**config.mk**
```make
export PLATFORM = sky130hd
export DESIGN_NAME = avcc_record_parser
export DESIGN_NICKNAME = d
export VERILOG_FILES = /design/src/rtl/core/avcc_pkg.sv /design/src/rtl/core/avcc_record_parser.sv
export VERILOG_INCLUDE_DIRS = /design/src /design/src/rtl/core
export SDC_FILE = /design/constraint.sdc
export NUM_CORES = 1
export LEC_CHECK = 0
export BUFFER_PORTS_ARGS = -buffer_cell sky130_fd_sc_hd__buf_2
export CORE_ASPECT_RATIO = 2
export CORE_UTILIZATION = 53
export CTS_BUF_LIST = sky130_fd_sc_hd__clkbuf_4 sky130_fd_sc_hd__clkbuf_8 sky130_fd_sc_hd__clkbuf_16
export CTS_CLUSTER_DIAMETER = 80
export DETAILED_ROUTE_END_ITERATION = 16
export GPL_ROUTABILITY_DRIVEN = 0
export HOLD_SLACK_MARGIN = 0.02
export PLACE_DENSITY = 0.86
export SETUP_SLACK_MARGIN = 0.1
export SLEW_MARGIN = 5
export SYNTH_ARGS = -nofsm -noshare
export SYNTH_HDL_FRONTEND = slang
export SYNTH_SLANG_ARGS = --single-unit
```
**constraint.sdc**
```tcl
create_clock -name clk_i -period 3.01 [get_ports clk_i]
set_input_delay 0.602 -clock clk_i [delete_from_list [all_inputs] [get_ports clk_i]]
set_output_delay 0.602 -clock clk_i [all_outputs]
set_load 0.05 [all_outputs]
```
**src/rtl/core/assert_macros.svh**
```systemverilog
`ifndef ASSERT_MACROS_SVH
`define ASSERT_MACROS_SVH

// Clocked property, disabled during reset.
`define AVCC_ASSERT(label, prop, msg) \
  label: assert property (@(posedge clk_i) disable iff (!rst_ni) (prop)) else $error(msg);

// Same-cycle implication.
`define AVCC_ASSERT_IMP(label, ante, cons, msg) \
  label: assert property (@(posedge clk_i) disable iff (!rst_ni) (ante) |-> (cons)) \
    else $error(msg);

// Next-cycle implication.
`define AVCC_ASSERT_NXT(label, ante, cons, msg) \
  label: assert property (@(posedge clk_i) disable iff (!rst_ni) (ante) |=> (cons)) \
    else $error(msg);

`endif

```
**src/rtl/core/avcc_pkg.sv**
```systemverilog
package avcc_pkg;

  typedef enum logic [3:0] {
    PH_HEADER    = 4'd0,
    PH_SPS_LHI   = 4'd1,
    PH_SPS_LLO   = 4'd2,
    PH_SPS_PAY   = 4'd3,
    PH_PPS_COUNT = 4'd4,
    PH_PPS_LHI   = 4'd5,
    PH_PPS_LLO   = 4'd6,
    PH_PPS_PAY   = 4'd7,
    PH_DONE      = 4'd8
  } phase_e;

  localparam logic [2:0] ROLE_IGNORED = 3'd0;
  localparam logic [2:0] ROLE_HEADER  = 3'd1;
  localparam logic [2:0] ROLE_NALSIZE = 3'd2;
  localparam logic [2:0] ROLE_SPS_CNT = 3'd3;
  localparam logic [2:0] ROLE_LENGTH  = 3'd4;
  localparam logic [2:0] ROLE_SPS_PAY = 3'd5;
  localparam logic [2:0] ROLE_PPS_CNT = 3'd6;
  localparam logic [2:0] ROLE_PPS_PAY = 3'd7;

  localparam logic [1:0] STAT_BUSY  = 2'd0;
  localparam logic [1:0] STAT_DONE  = 2'd1;
  localparam logic [1:0] STAT_TRUNC = 2'd2;

  localparam logic [2:0] HDR_POS_NALSIZE = 3'd4;
  localparam logic [2:0] HDR_POS_SPS_CNT = 3'd5;
  localparam logic [7:0] NALSIZE_MASK    = 8'h03;
  localparam logic [7:0] SPS_CNT_MASK    = 8'h1F;

endpackage

```
**src/rtl/core/avcc_record_parser.sv**
```systemverilog
// AVC configuration record byte tagger.
// An accepted input byte's result is registered and shown on the master side in the next cycle.
// Throughput: one byte per cycle unless stalled; only the parse state and result register hold data.
// Input is taken while the result register is empty or being drained in the same cycle.
// Reset (rst_ni low, asynchronous) returns the parser to the header phase and drops m_axis_tvalid_o.
// After every byte flagged with tlast the parse state returns to its reset value.
module avcc_record_parser
  import avcc_pkg::*;
(
  input  logic        clk_i,
  input  logic        rst_ni,
  input  logic        s_axis_tvalid_i,
  output logic        s_axis_tready_o,
  input  logic [7:0]  s_axis_tdata_i,   // [7:0] data_byte
  input  logic        s_axis_tlast_i,   // last_byte
  output logic        m_axis_tvalid_o,
  input  logic        m_axis_tready_i,
  output logic [31:0] m_axis_tdata_o,   // [7:0] field_value, [15:8] entry_index,
                                        // [17:16] parse_status, [22:18] sps_total,
                                        // [30:23] pps_total, [31] zero
  output logic [2:0]  m_axis_tuser_o,   // [2:0] byte_role
  output logic        m_axis_tlast_o    // entry_end
);

  `include "assert_macros.svh"

  phase_e      phase_q, phase_d;
  logic [2:0]  hdr_pos_q, hdr_pos_d;
  logic [7:0]  entries_left_q, entries_left_d;
  logic [7:0]  entry_cnt_q, entry_cnt_d;
  logic [7:0]  len_hi_q, len_hi_d;
  logic [15:0] pay_left_q, pay_left_d;
  logic [4:0]  sps_seen_q, sps_seen_d;
  logic [7:0]  pps_seen_q, pps_seen_d;

  logic        out_valid_q;
  logic [2:0]  role_q, role_d;
  logic [7:0]  value_q, value_d;
  logic [7:0]  index_q, index_d;
  logic        end_q, end_d;
  logic [1:0]  status_q, status_d;
  logic [4:0]  sps_tot_q;
  logic [7:0]  pps_tot_q;

  logic        in_fire;
  logic        is_pps;
  logic [7:0]  b;
  logic [15:0] len_full;
  logic [15:0] pay_dec;
  logic [7:0]  sps_cnt;
  logic        last_entry;

  assign s_axis_tready_o = !out_valid_q || m_axis_tready_i;
  assign in_fire         = s_axis_tvalid_i && s_axis_tready_o;

  assign b          = s_axis_tdata_i;
  assign is_pps     = (phase_q == PH_PPS_LHI) || (phase_q == PH_PPS_LLO) ||
                      (phase_q == PH_PPS_PAY);
  assign len_full   = {len_hi_q, b};
  assign pay_dec    = pay_left_q - 16'd1;
  assign sps_cnt    = b & SPS_CNT_MASK;
  assign last_entry = (entries_left_q == 8'd1);

  always_comb begin
    phase_d        = phase_q;
    hdr_pos_d      = hdr_pos_q;
    entries_left_d = entries_left_q;
    entry_cnt_d    = entry_cnt_q;
    len_hi_d       = len_hi_q;
    pay_left_d     = pay_left_q;
    sps_seen_d     = sps_seen_q;
    pps_seen_d     = pps_seen_q;
    role_d         = ROLE_IGNORED;
    value_d        = b;
    index_d        = 8'd0;
    end_d          = 1'b0;

    case (phase_q)
      PH_HEADER: begin
        if (hdr_pos_q == HDR_POS_NALSIZE) begin
          role_d  = ROLE_NALSIZE;
          value_d = b & NALSIZE_MASK;
        end else if (hdr_pos_q >= HDR_POS_SPS_CNT) begin
          role_d         = ROLE_SPS_CNT;
          value_d        = sps_cnt;
          sps_seen_d     = sps_cnt[4:0];
          entries_left_d = sps_cnt;
          entry_cnt_d    = 8'd0;
          phase_d        = (sps_cnt == 8'd0) ? PH_PPS_COUNT : PH_SPS_LHI;
        end else begin
          role_d = ROLE_HEADER;
        end
        hdr_pos_d = hdr_pos_q + 3'd1;
      end
      PH_SPS_LHI, PH_PPS_LHI: begin
        role_d   = ROLE_LENGTH;
        index_d  = entry_cnt_q;
        len_hi_d = b;
        phase_d  = is_pps ? PH_PPS_LLO : PH_SPS_LLO;
      end
      PH_SPS_LLO, PH_PPS_LLO: begin
        role_d     = ROLE_LENGTH;
        index_d    = entry_cnt_q;
        pay_left_d = len_full;
        if (len_full == 16'd0) begin
          end_d          = 1'b1;
          entries_left_d = entries_left_q - 8'd1;
          entry_cnt_d    = entry_cnt_q + 8'd1;
          if (last_entry) begin
            phase_d = is_pps ? PH_DONE : PH_PPS_COUNT;
          end else begin
            phase_d = is_pps ? PH_PPS_LHI : PH_SPS_LHI;
          end
        end else begin
          phase_d = is_pps ? PH_PPS_PAY : PH_SPS_PAY;
        end
      end
      PH_SPS_PAY, PH_PPS_PAY: begin
        role_d     = is_pps ? ROLE_PPS_PAY : ROLE_SPS_PAY;
        index_d    = entry_cnt_q;
        pay_left_d = pay_dec;
        if (pay_dec == 16'd0) begin
          end_d          = 1'b1;
          entries_left_d = entries_left_q - 8'd1;
          entry_cnt_d    = entry_cnt_q + 8'd1;
          if (last_entry) begin
            phase_d = is_pps ? PH_DONE : PH_PPS_COUNT;
          end else begin
            phase_d = is_pps ? PH_PPS_LHI : PH_SPS_LHI;
          end
        end
      end
      PH_PPS_COUNT: begin
        role_d         = ROLE_PPS_CNT;
        pps_seen_d     = b;
        entries_left_d = b;
        entry_cnt_d    = 8'd0;
        phase_d        = (b == 8'd0) ? PH_DONE : PH_PPS_LHI;
      end
      default: begin
        phase_d = PH_DONE;
      end
    endcase

    if (phase_d == PH_DONE) begin
      status_d = STAT_DONE;
    end else if (s_axis_tlast_i) begin
      status_d = STAT_TRUNC;
    end else begin
      status_d = STAT_BUSY;
    end
  end

  always_ff @(posedge clk_i or negedge rst_ni) begin
    if (!rst_ni) begin
      phase_q        <= PH_HEADER;
      hdr_pos_q      <= 3'd0;
      entries_left_q <= 8'd0;
      entry_cnt_q    <= 8'd0;
      len_hi_q       <= 8'd0;
      pay_left_q     <= 16'd0;
      sps_seen_q     <= 5'd0;
      pps_seen_q     <= 8'd0;
    end else if (in_fire) begin
      if (s_axis_tlast_i) begin
        phase_q        <= PH_HEADER;
        hdr_pos_q      <= 3'd0;
        entries_left_q <= 8'd0;
        entry_cnt_q    <= 8'd0;
        len_hi_q       <= 8'd0;
        pay_left_q     <= 16'd0;
        sps_seen_q     <= 5'd0;
        pps_seen_q     <= 8'd0;
      end else begin
        phase_q        <= phase_d;
        hdr_pos_q      <= hdr_pos_d;
        entries_left_q <= entries_left_d;
        entry_cnt_q    <= entry_cnt_d;
        len_hi_q       <= len_hi_d;
        pay_left_q     <= pay_left_d;
        sps_seen_q     <= sps_seen_d;
        pps_seen_q     <= pps_seen_d;
      end
    end
  end

  always_ff @(posedge clk_i or negedge rst_ni) begin
    if (!rst_ni) begin
      out_valid_q <= 1'b0;
    end else if (s_axis_tready_o) begin
      out_valid_q <= s_axis_tvalid_i;
    end
  end

  always_ff @(posedge clk_i) begin
    if (in_fire) begin
      role_q    <= role_d;
      value_q   <= value_d;
      index_q   <= index_d;
      end_q     <= end_d;
      status_q  <= status_d;
      sps_tot_q <= sps_seen_d;
      pps_tot_q <= pps_seen_d;
    end
  end

  assign m_axis_tvalid_o = out_valid_q;
  assign m_axis_tuser_o  = role_q;
  assign m_axis_tlast_o  = end_q;
  assign m_axis_tdata_o  = {1'b0, pps_tot_q, sps_tot_q, status_q, index_q, value_q};

  `AVCC_ASSERT_NXT(a_rec_restart, in_fire && s_axis_tlast_i,
                   phase_q == PH_HEADER && hdr_pos_q == 3'd0 && entries_left_q == 8'd0,
                   "parser state not cleared after record end")
  `AVCC_ASSERT_IMP(a_end_role, m_axis_tvalid_o && m_axis_tlast_o,
                   role_q == ROLE_LENGTH || role_q == ROLE_SPS_PAY || role_q == ROLE_PPS_PAY,
                   "entry end on a byte outside an entry")
  `AVCC_ASSERT_IMP(a_index_role, m_axis_tvalid_o && index_q != 8'd0,
                   role_q == ROLE_LENGTH || role_q == ROLE_SPS_PAY || role_q == ROLE_PPS_PAY,
                   "entry index set on a byte outside an entry")
  `AVCC_ASSERT_IMP(a_list_count, phase_q == PH_SPS_LHI || phase_q == PH_PPS_LHI,
                   entries_left_q != 8'd0,
                   "entry phase with no entries left")

endmodule
```
After elaboration in Yosys (flattened, before gate mapping)
Index checks and enable logic that the tools add are counted.
{"block": "word_totals", "regBits": 96, "latch_bits": 0, "ram_bits": 0, "romBits": 0, "input_bits": 13, "out_inout_bits": 38, "wordCells": 106, "n_memories": 0}
{"block": "op_classes", "n_addsub": 4, "multipliers": 0, "n_div": 0, "magnitude_cmp": 1, "n_eq_ne": 14, "shifts": 0, "muxes": 48, "bitwise_logic": 0, "reduce_logical": 23}
{"cell": "$mux 8", "n": 17}
{"cell": "$pmux 8 s4", "n": 2}
{"cell": "$logic_not 16->1", "n": 2}
{"cell": "$mux 4", "n": 8}
{"cell": "$pmux 16 s2", "n": 1}
{"cell": "$mux 5", "n": 4}
{"cell": "$pmux 4 s5", "n": 1}
{"cell": "$mux 3", "n": 6}
{"cell": "$eq 4x3->1 const B", "n": 4}
{"cell": "$logic_not 8->1", "n": 2}
{"cell": "$mux 16", "n": 1}
{"cell": "$sub 16x1->16 const B", "n": 1}
{"cell": "$ne 3x3->1 const B", "n": 4}
{"cell": "$pmux 3 s4", "n": 1}
{"cell": "$add 8x1->8 const B", "n": 1}
{"cell": "$eq 4x2->1 const B", "n": 2}
{"cell": "$eq 8x1->1 const B", "n": 1}
{"cell": "$mux 2", "n": 4}
{"cell": "$sub 8x1->8 const B", "n": 1}
{"cell": "$reduce_and 2->1", "n": 3}
{"cell": "$reduce_and 6->1", "n": 1}
{"cell": "$reduce_or 2->1", "n": 3}
{"cell": "$reduce_or 6->1", "n": 1}
{"cell": "$reduce_bool 5->1", "n": 1}
{"cell": "other kinds (14)", "n": 18}

Depth between registers and ports, before layout
{"block": "depth", "word_depth": 8, "mapped_depth": 11}

Least setup slack after synthesis
OpenSTA, ideal clock, no wires.
{"block": "synth_path", "path_type": "flip-flop to flip-flop", "start": "reg pay_left_q[0]", "end": "reg entries_left_q[6]", "setup_ns": 0.124, "arrival_time_ns": 2.934, "path_slack_ns": -0.048, "path_stages_with_launch": 12, "n_path_buf": 2, "synth_period_minus_slack_ns": 3.058, "path_cell_list": "dfrtp_1 inv_1 ha_1 clkbuf_1 or3b_2 o31ai_1 and4bb_2 o2111ai_2 or3_4 and3_4 buf_6 a211o_1"}
{"block": "synth_between", "elab_chain_cells": 4}
{"item": "start, declared", "line": "avcc_record_parser.sv:32", "source": "logic [15:0] pay_left_q, pay_left_d;"}
{"item": "start signal, assigned", "line": "avcc_record_parser.sv:180", "source": "pay_left_q <= pay_left_d;"}
{"item": "$sub 16x1->16", "line": "avcc_record_parser.sv:60", "source": "assign pay_dec = pay_left_q - 16'd1;"}
{"item": "$logic_not 16->1", "line": "avcc_record_parser.sv:122", "source": "if (pay_dec == 16'd0) begin"}
{"item": "$ne 3x3->1 (no line)"}
{"item": "$reduce_and 6->1 (no line)"}
{"item": "end signal, assigned", "line": "avcc_record_parser.sv:177", "source": "entries_left_q <= entries_left_d;"}
{"item": "end, declared", "line": "avcc_record_parser.sv:29", "source": "logic [7:0] entries_left_q, entries_left_d;"}
No other way between the ends.
A chain may end at the register's enable or synchronous reset.

Final worst setup path
{"block": "layout_path", "start": "reg pay_left_q[1]", "end": "reg status_q[1], data pin"}
{"block": "layout_between", "elab_chain_cells": 5}
{"item": "$sub 16x1->16", "line": "avcc_record_parser.sv:60"}
{"item": "$logic_not 16->1", "line": "avcc_record_parser.sv:122"}
{"item": "$mux 4", "line": "avcc_record_parser.sv:122"}
{"item": "$pmux 4 s5", "line": "avcc_record_parser.sv:78", "source": "case (phase_q)"}
{"item": "$eq 4x4->1", "line": "avcc_record_parser.sv:145", "source": "if (phase_d == PH_DONE) begin"}
{"item": "end signal, assigned", "line": "avcc_record_parser.sv:201", "source": "status_q <= status_d;"}
{"item": "end, declared", "line": "avcc_record_parser.sv:41", "source": "logic [1:0] status_q, status_d;"}
No other way between the ends.

==> results.md <==
- Clock Sinks: 96
- TritonCTS clock tree: yes
- Total CTS buffers: 9
- Post-synthesis mux area share: 0.0153
- Syn nets: 528
- RSZ-0062 raised after global routing: true
- Routed wire length: between 15 and 20 mm
- Failing checks: design-rule violations, negative setup slack
- Vias per cell: between 6 and 7
- Die width: just over 70 um
- Synth cell types: 66
- Design Area, Final: ~6000 um^2
- Via count: 4785
- Top-level port count: between 50 and 60
- Post-synth EDFFs: 35
- Fin crit period: 3.04 ns
- Commonest non-fill, non-tap cell in the layout: dfrtp_1
- GRT Util Overall: 0.317
- Req. time, crit path: approximately 3.1 ns
- Largest family of logic cells by synthesized area: compound AO/OA/AOI/OAI gates
- R2r worst-path depth: 8
- Vias in the first global route: about 4700
- Clk_lat worst skew: 0.35 ns
- Crit path DAT: approximately 3.1 ns
- Syn avg cell area: approximately 10 um^2
- Achievable Freq: between 300 and 400 MHz
- Root Buffer: clkbuf_16
- Synth Area in Compound Gates: 0.197
- Final setup viols: 1
- Core Area: 9070 um^2
- Clock-pin slew on the worst setup and hold paths: 0.07 ns
- Sequential fraction of the synthesis area: 0.517
- DR pass1 iterations: 11
- Residual DRC: 2
- Hold crit path type: in -> async
- Placed cell area: approximately 5500 um^2
- Per-cell routed wire length: approximately 23 um
- Site Rows: 49
- Synth Area in XOR/XNOR: 0.0123
- M3 GR Usage: 0.0731
- Top_reg_cell synth: dfrtp_1
- Synthesized instance count: 506
- Met1 usage: 0.327
- Crit share post-route: 1.01
- Leakage: ~2.7 nW
- Hold-fix buffers, CTS: 0
- Initial DRC Count: roughly 560
- # Max-Cap Violations: 0
- IO buf count: 49
- CP Max Fanout: 6
- Power, Total: around 4.0 mW
- Diode count: 0
- Max transition margin: 0.252
- Global-route met2 utilization: 0.551
- GRT overflow: 0
- Pin count of the biggest net entering global routing: slightly above 60
- Clock skew: between 0.007 and 0.008 ns
- Pins Over Slew Limit: 0
- Peak VDD IR: 0.462 mV
- First-pass GRT wire length: between 20 and 25 mm
- Yosys warns: 0
- Slew @ Worst Pin: 1.11 ns
- Synthesized area: roughly 5000 um^2
- Crit path kind: reg -> reg
- Yosys reg bits: 96
- Crit path capture type: flip-flop
- Initial Util: 0.550
- Core Util, Final: 0.675
- Antenna viol nets, final: 0
- Post-synthesis async set-or-reset flop share: 0.635
- Gr busiest metal: met2
- Die H: between 100 and 150 um
- Layout cells sized above 1: 0.252
- Max H-tree Level: 3
- Nets: between 600 and 700
- Deepest clock path buffer count: 2
- Startpoint Class: flip-flop
- Setup ws final: -0.0270 ns
- Detail Placement HPWL: just over 10 mm
- Die ar.: between 9000 and 10000 um^2
- Synth Area in Simple Gates: 0.197
- Area grow syn2layout: 22.8%
- Final hold violations: 0
- Post-Synth Adder-Cell Area: 0.0226
- Status: complete, but fails checks
- Initial antenna violation count: 0
- PD cells: approximately 660 nW/um^2
- Most frequent cells in the layout: 61 x dfrtp_1, 59 x nand2_1, 49 x buf_2
==> flip-flops by register name, summed over array words and instances (netlist names) <==
name and cells:
pay_left_q 16, entries_left_q 8, entry_cnt_q 8, index_q 8, len_hi_q 8, pps_seen_q 8
pps_tot_q 8, value_q 8, sps_seen_q 5, sps_tot_q 5, phase_q 4, hdr_pos_q 3
m_axis_tuser_o 3, status_q 2, m_axis_tlast_o 1, m_axis_tvalid_o 1
==> final cells by class <==
class / count / area, um^2
clock buffer: 10 / 233
multi-input combinational: 364 / 2370
fill: 646 / 2950
timing repair buffer: 99 / 652
tap: 102 / 128
inverter: 20 / 75.1
clock inverter: 6 / 91.3
sequential: 96 / 2580
==> worst max-delay path, cell delays in order (launching register included) <==
cell,delay [ns]
dfrtp_1,0.41
or4_4,0.54
or4b_4,0.51
a211oi_4,0.25
o2111ai_4,0.21
buf_6,0.19
o21ai_4,0.17
a31oi_4,0.14
o31a_1,0.34
==> cell usage after synthesis, drive strengths merged (3+ instances only) <==
| library cell | count | area [um^2] |
|---|---|---|
| dfrtp | 61 | 1530 |
| nand2 | 59 | 221 |
| o21ai | 42 | 210 |
| nor2 | 40 | 150 |
| edfxtp | 35 | 1050 |
| a22o | 22 | 193 |
| clkbuf | 22 | 82.6 |
| a21oi | 21 | 105 |
| inv | 20 | 75.1 |
| nor3 | 18 | 90.1 |
| nand3 | 15 | 75.1 |
| and2 | 12 | 75.1 |
| nor4 | 11 | 68.8 |
| nand4 | 10 | 62.6 |
| ha | 9 | 113 |
| a31oi | 7 | 43.8 |
| nand2b | 7 | 43.8 |
| and3 | 6 | 42.5 |
| mux2 | 5 | 56.3 |
| o211ai | 5 | 42.5 |
| a21o | 4 | 30.0 |
| buf | 4 | 35.0 |
| o221ai | 4 | 35.0 |
| o22ai | 4 | 25.0 |
| o2bb2ai | 4 | 35.0 |
| o31ai | 4 | 30.0 |
| xnor2 | 4 | 35.0 |
| a21boi | 3 | 22.5 |
| nand3b | 3 | 22.5 |
| or3 | 3 | 23.8 |
| or4 | 3 | 26.3 |
| xor2 | 3 | 26.3 |
==> timing repair <==
item / in CTS / in global routing
setup endpoints to repair: 6 / 19
cloned: 0 / 0
resized for setup: 7 / 23
pin swaps: 9 / 11
setup buffers: 11 / 10
hold endpoints to repair: 0 / 0
==> path summary, 6_finish.rpt <==
| check | startpoint | to | slack, ns |
|---|---|---|---|
| min in group clk_i | s_axis_tvalid_i | m_axis_tvalid_o | 0.47 |
| max in group asynchronous | rst_ni | entries_left_q[3] | 2.45 |
| worst min-delay path | rst_ni | pay_left_q[14] | 0.25 |
| worst max-delay path | pay_left_q[1] | status_q[1] | -0.03 |
| worst max register to register | pay_left_q[1] | status_q[1] | -0.03 |
| worst min register to register | pps_seen_q[4] | pps_seen_q[4] | 0.51 |
==> metrics by stage <==
step	hold WS [ns]	setup WS, ns	TNS (ns)	cells
2_1_floorplan	0.306	0.109	0	506
3_3_place_gp	0.484	0.0850	0	660
3_5_place_dp	0.491	-0.0213	-0.0255	660
4_1_cts	0.279	0.0430	0	687
5_1_grt	0.273	-0.0626	-0.0626	697
6_report	0.254	-0.0270	-0.0270	697
==> power by group <==
group / total (mW) / switching, mW / internal [mW] / leakage, nW
combinational: 1.22 / 0.791 / 0.433 / 1.34
sequential: 1.56 / 0.101 / 1.46 / 1.18
clock: 1.24 / 0.505 / 0.740 / 0.149
==> layer usage <==
layer  vias up  part of all wire  wire length [um]
li1       2035                 -                 -
met1      2318              0.32              5050
met2       314              0.53              8310
met3       118             0.067              1050
met4         0             0.083              1300
met5         -                 0                 0
==> cells by family (layout without fill, tap and decap cells) <==
kind of cell             count (synthesis)  in the layout
buffers and inverters                   46            135
flip-flops                              96             96
AO/OA/AOI/OAI                          143            143
XOR/XNOR                                 7              7
other                                    1              1
adder cells (fa/ha/maj)                  9              9
multiplexers                             7              7
AND/OR/NAND/NOR                        197            197
(Power assumes the default switching activity.)
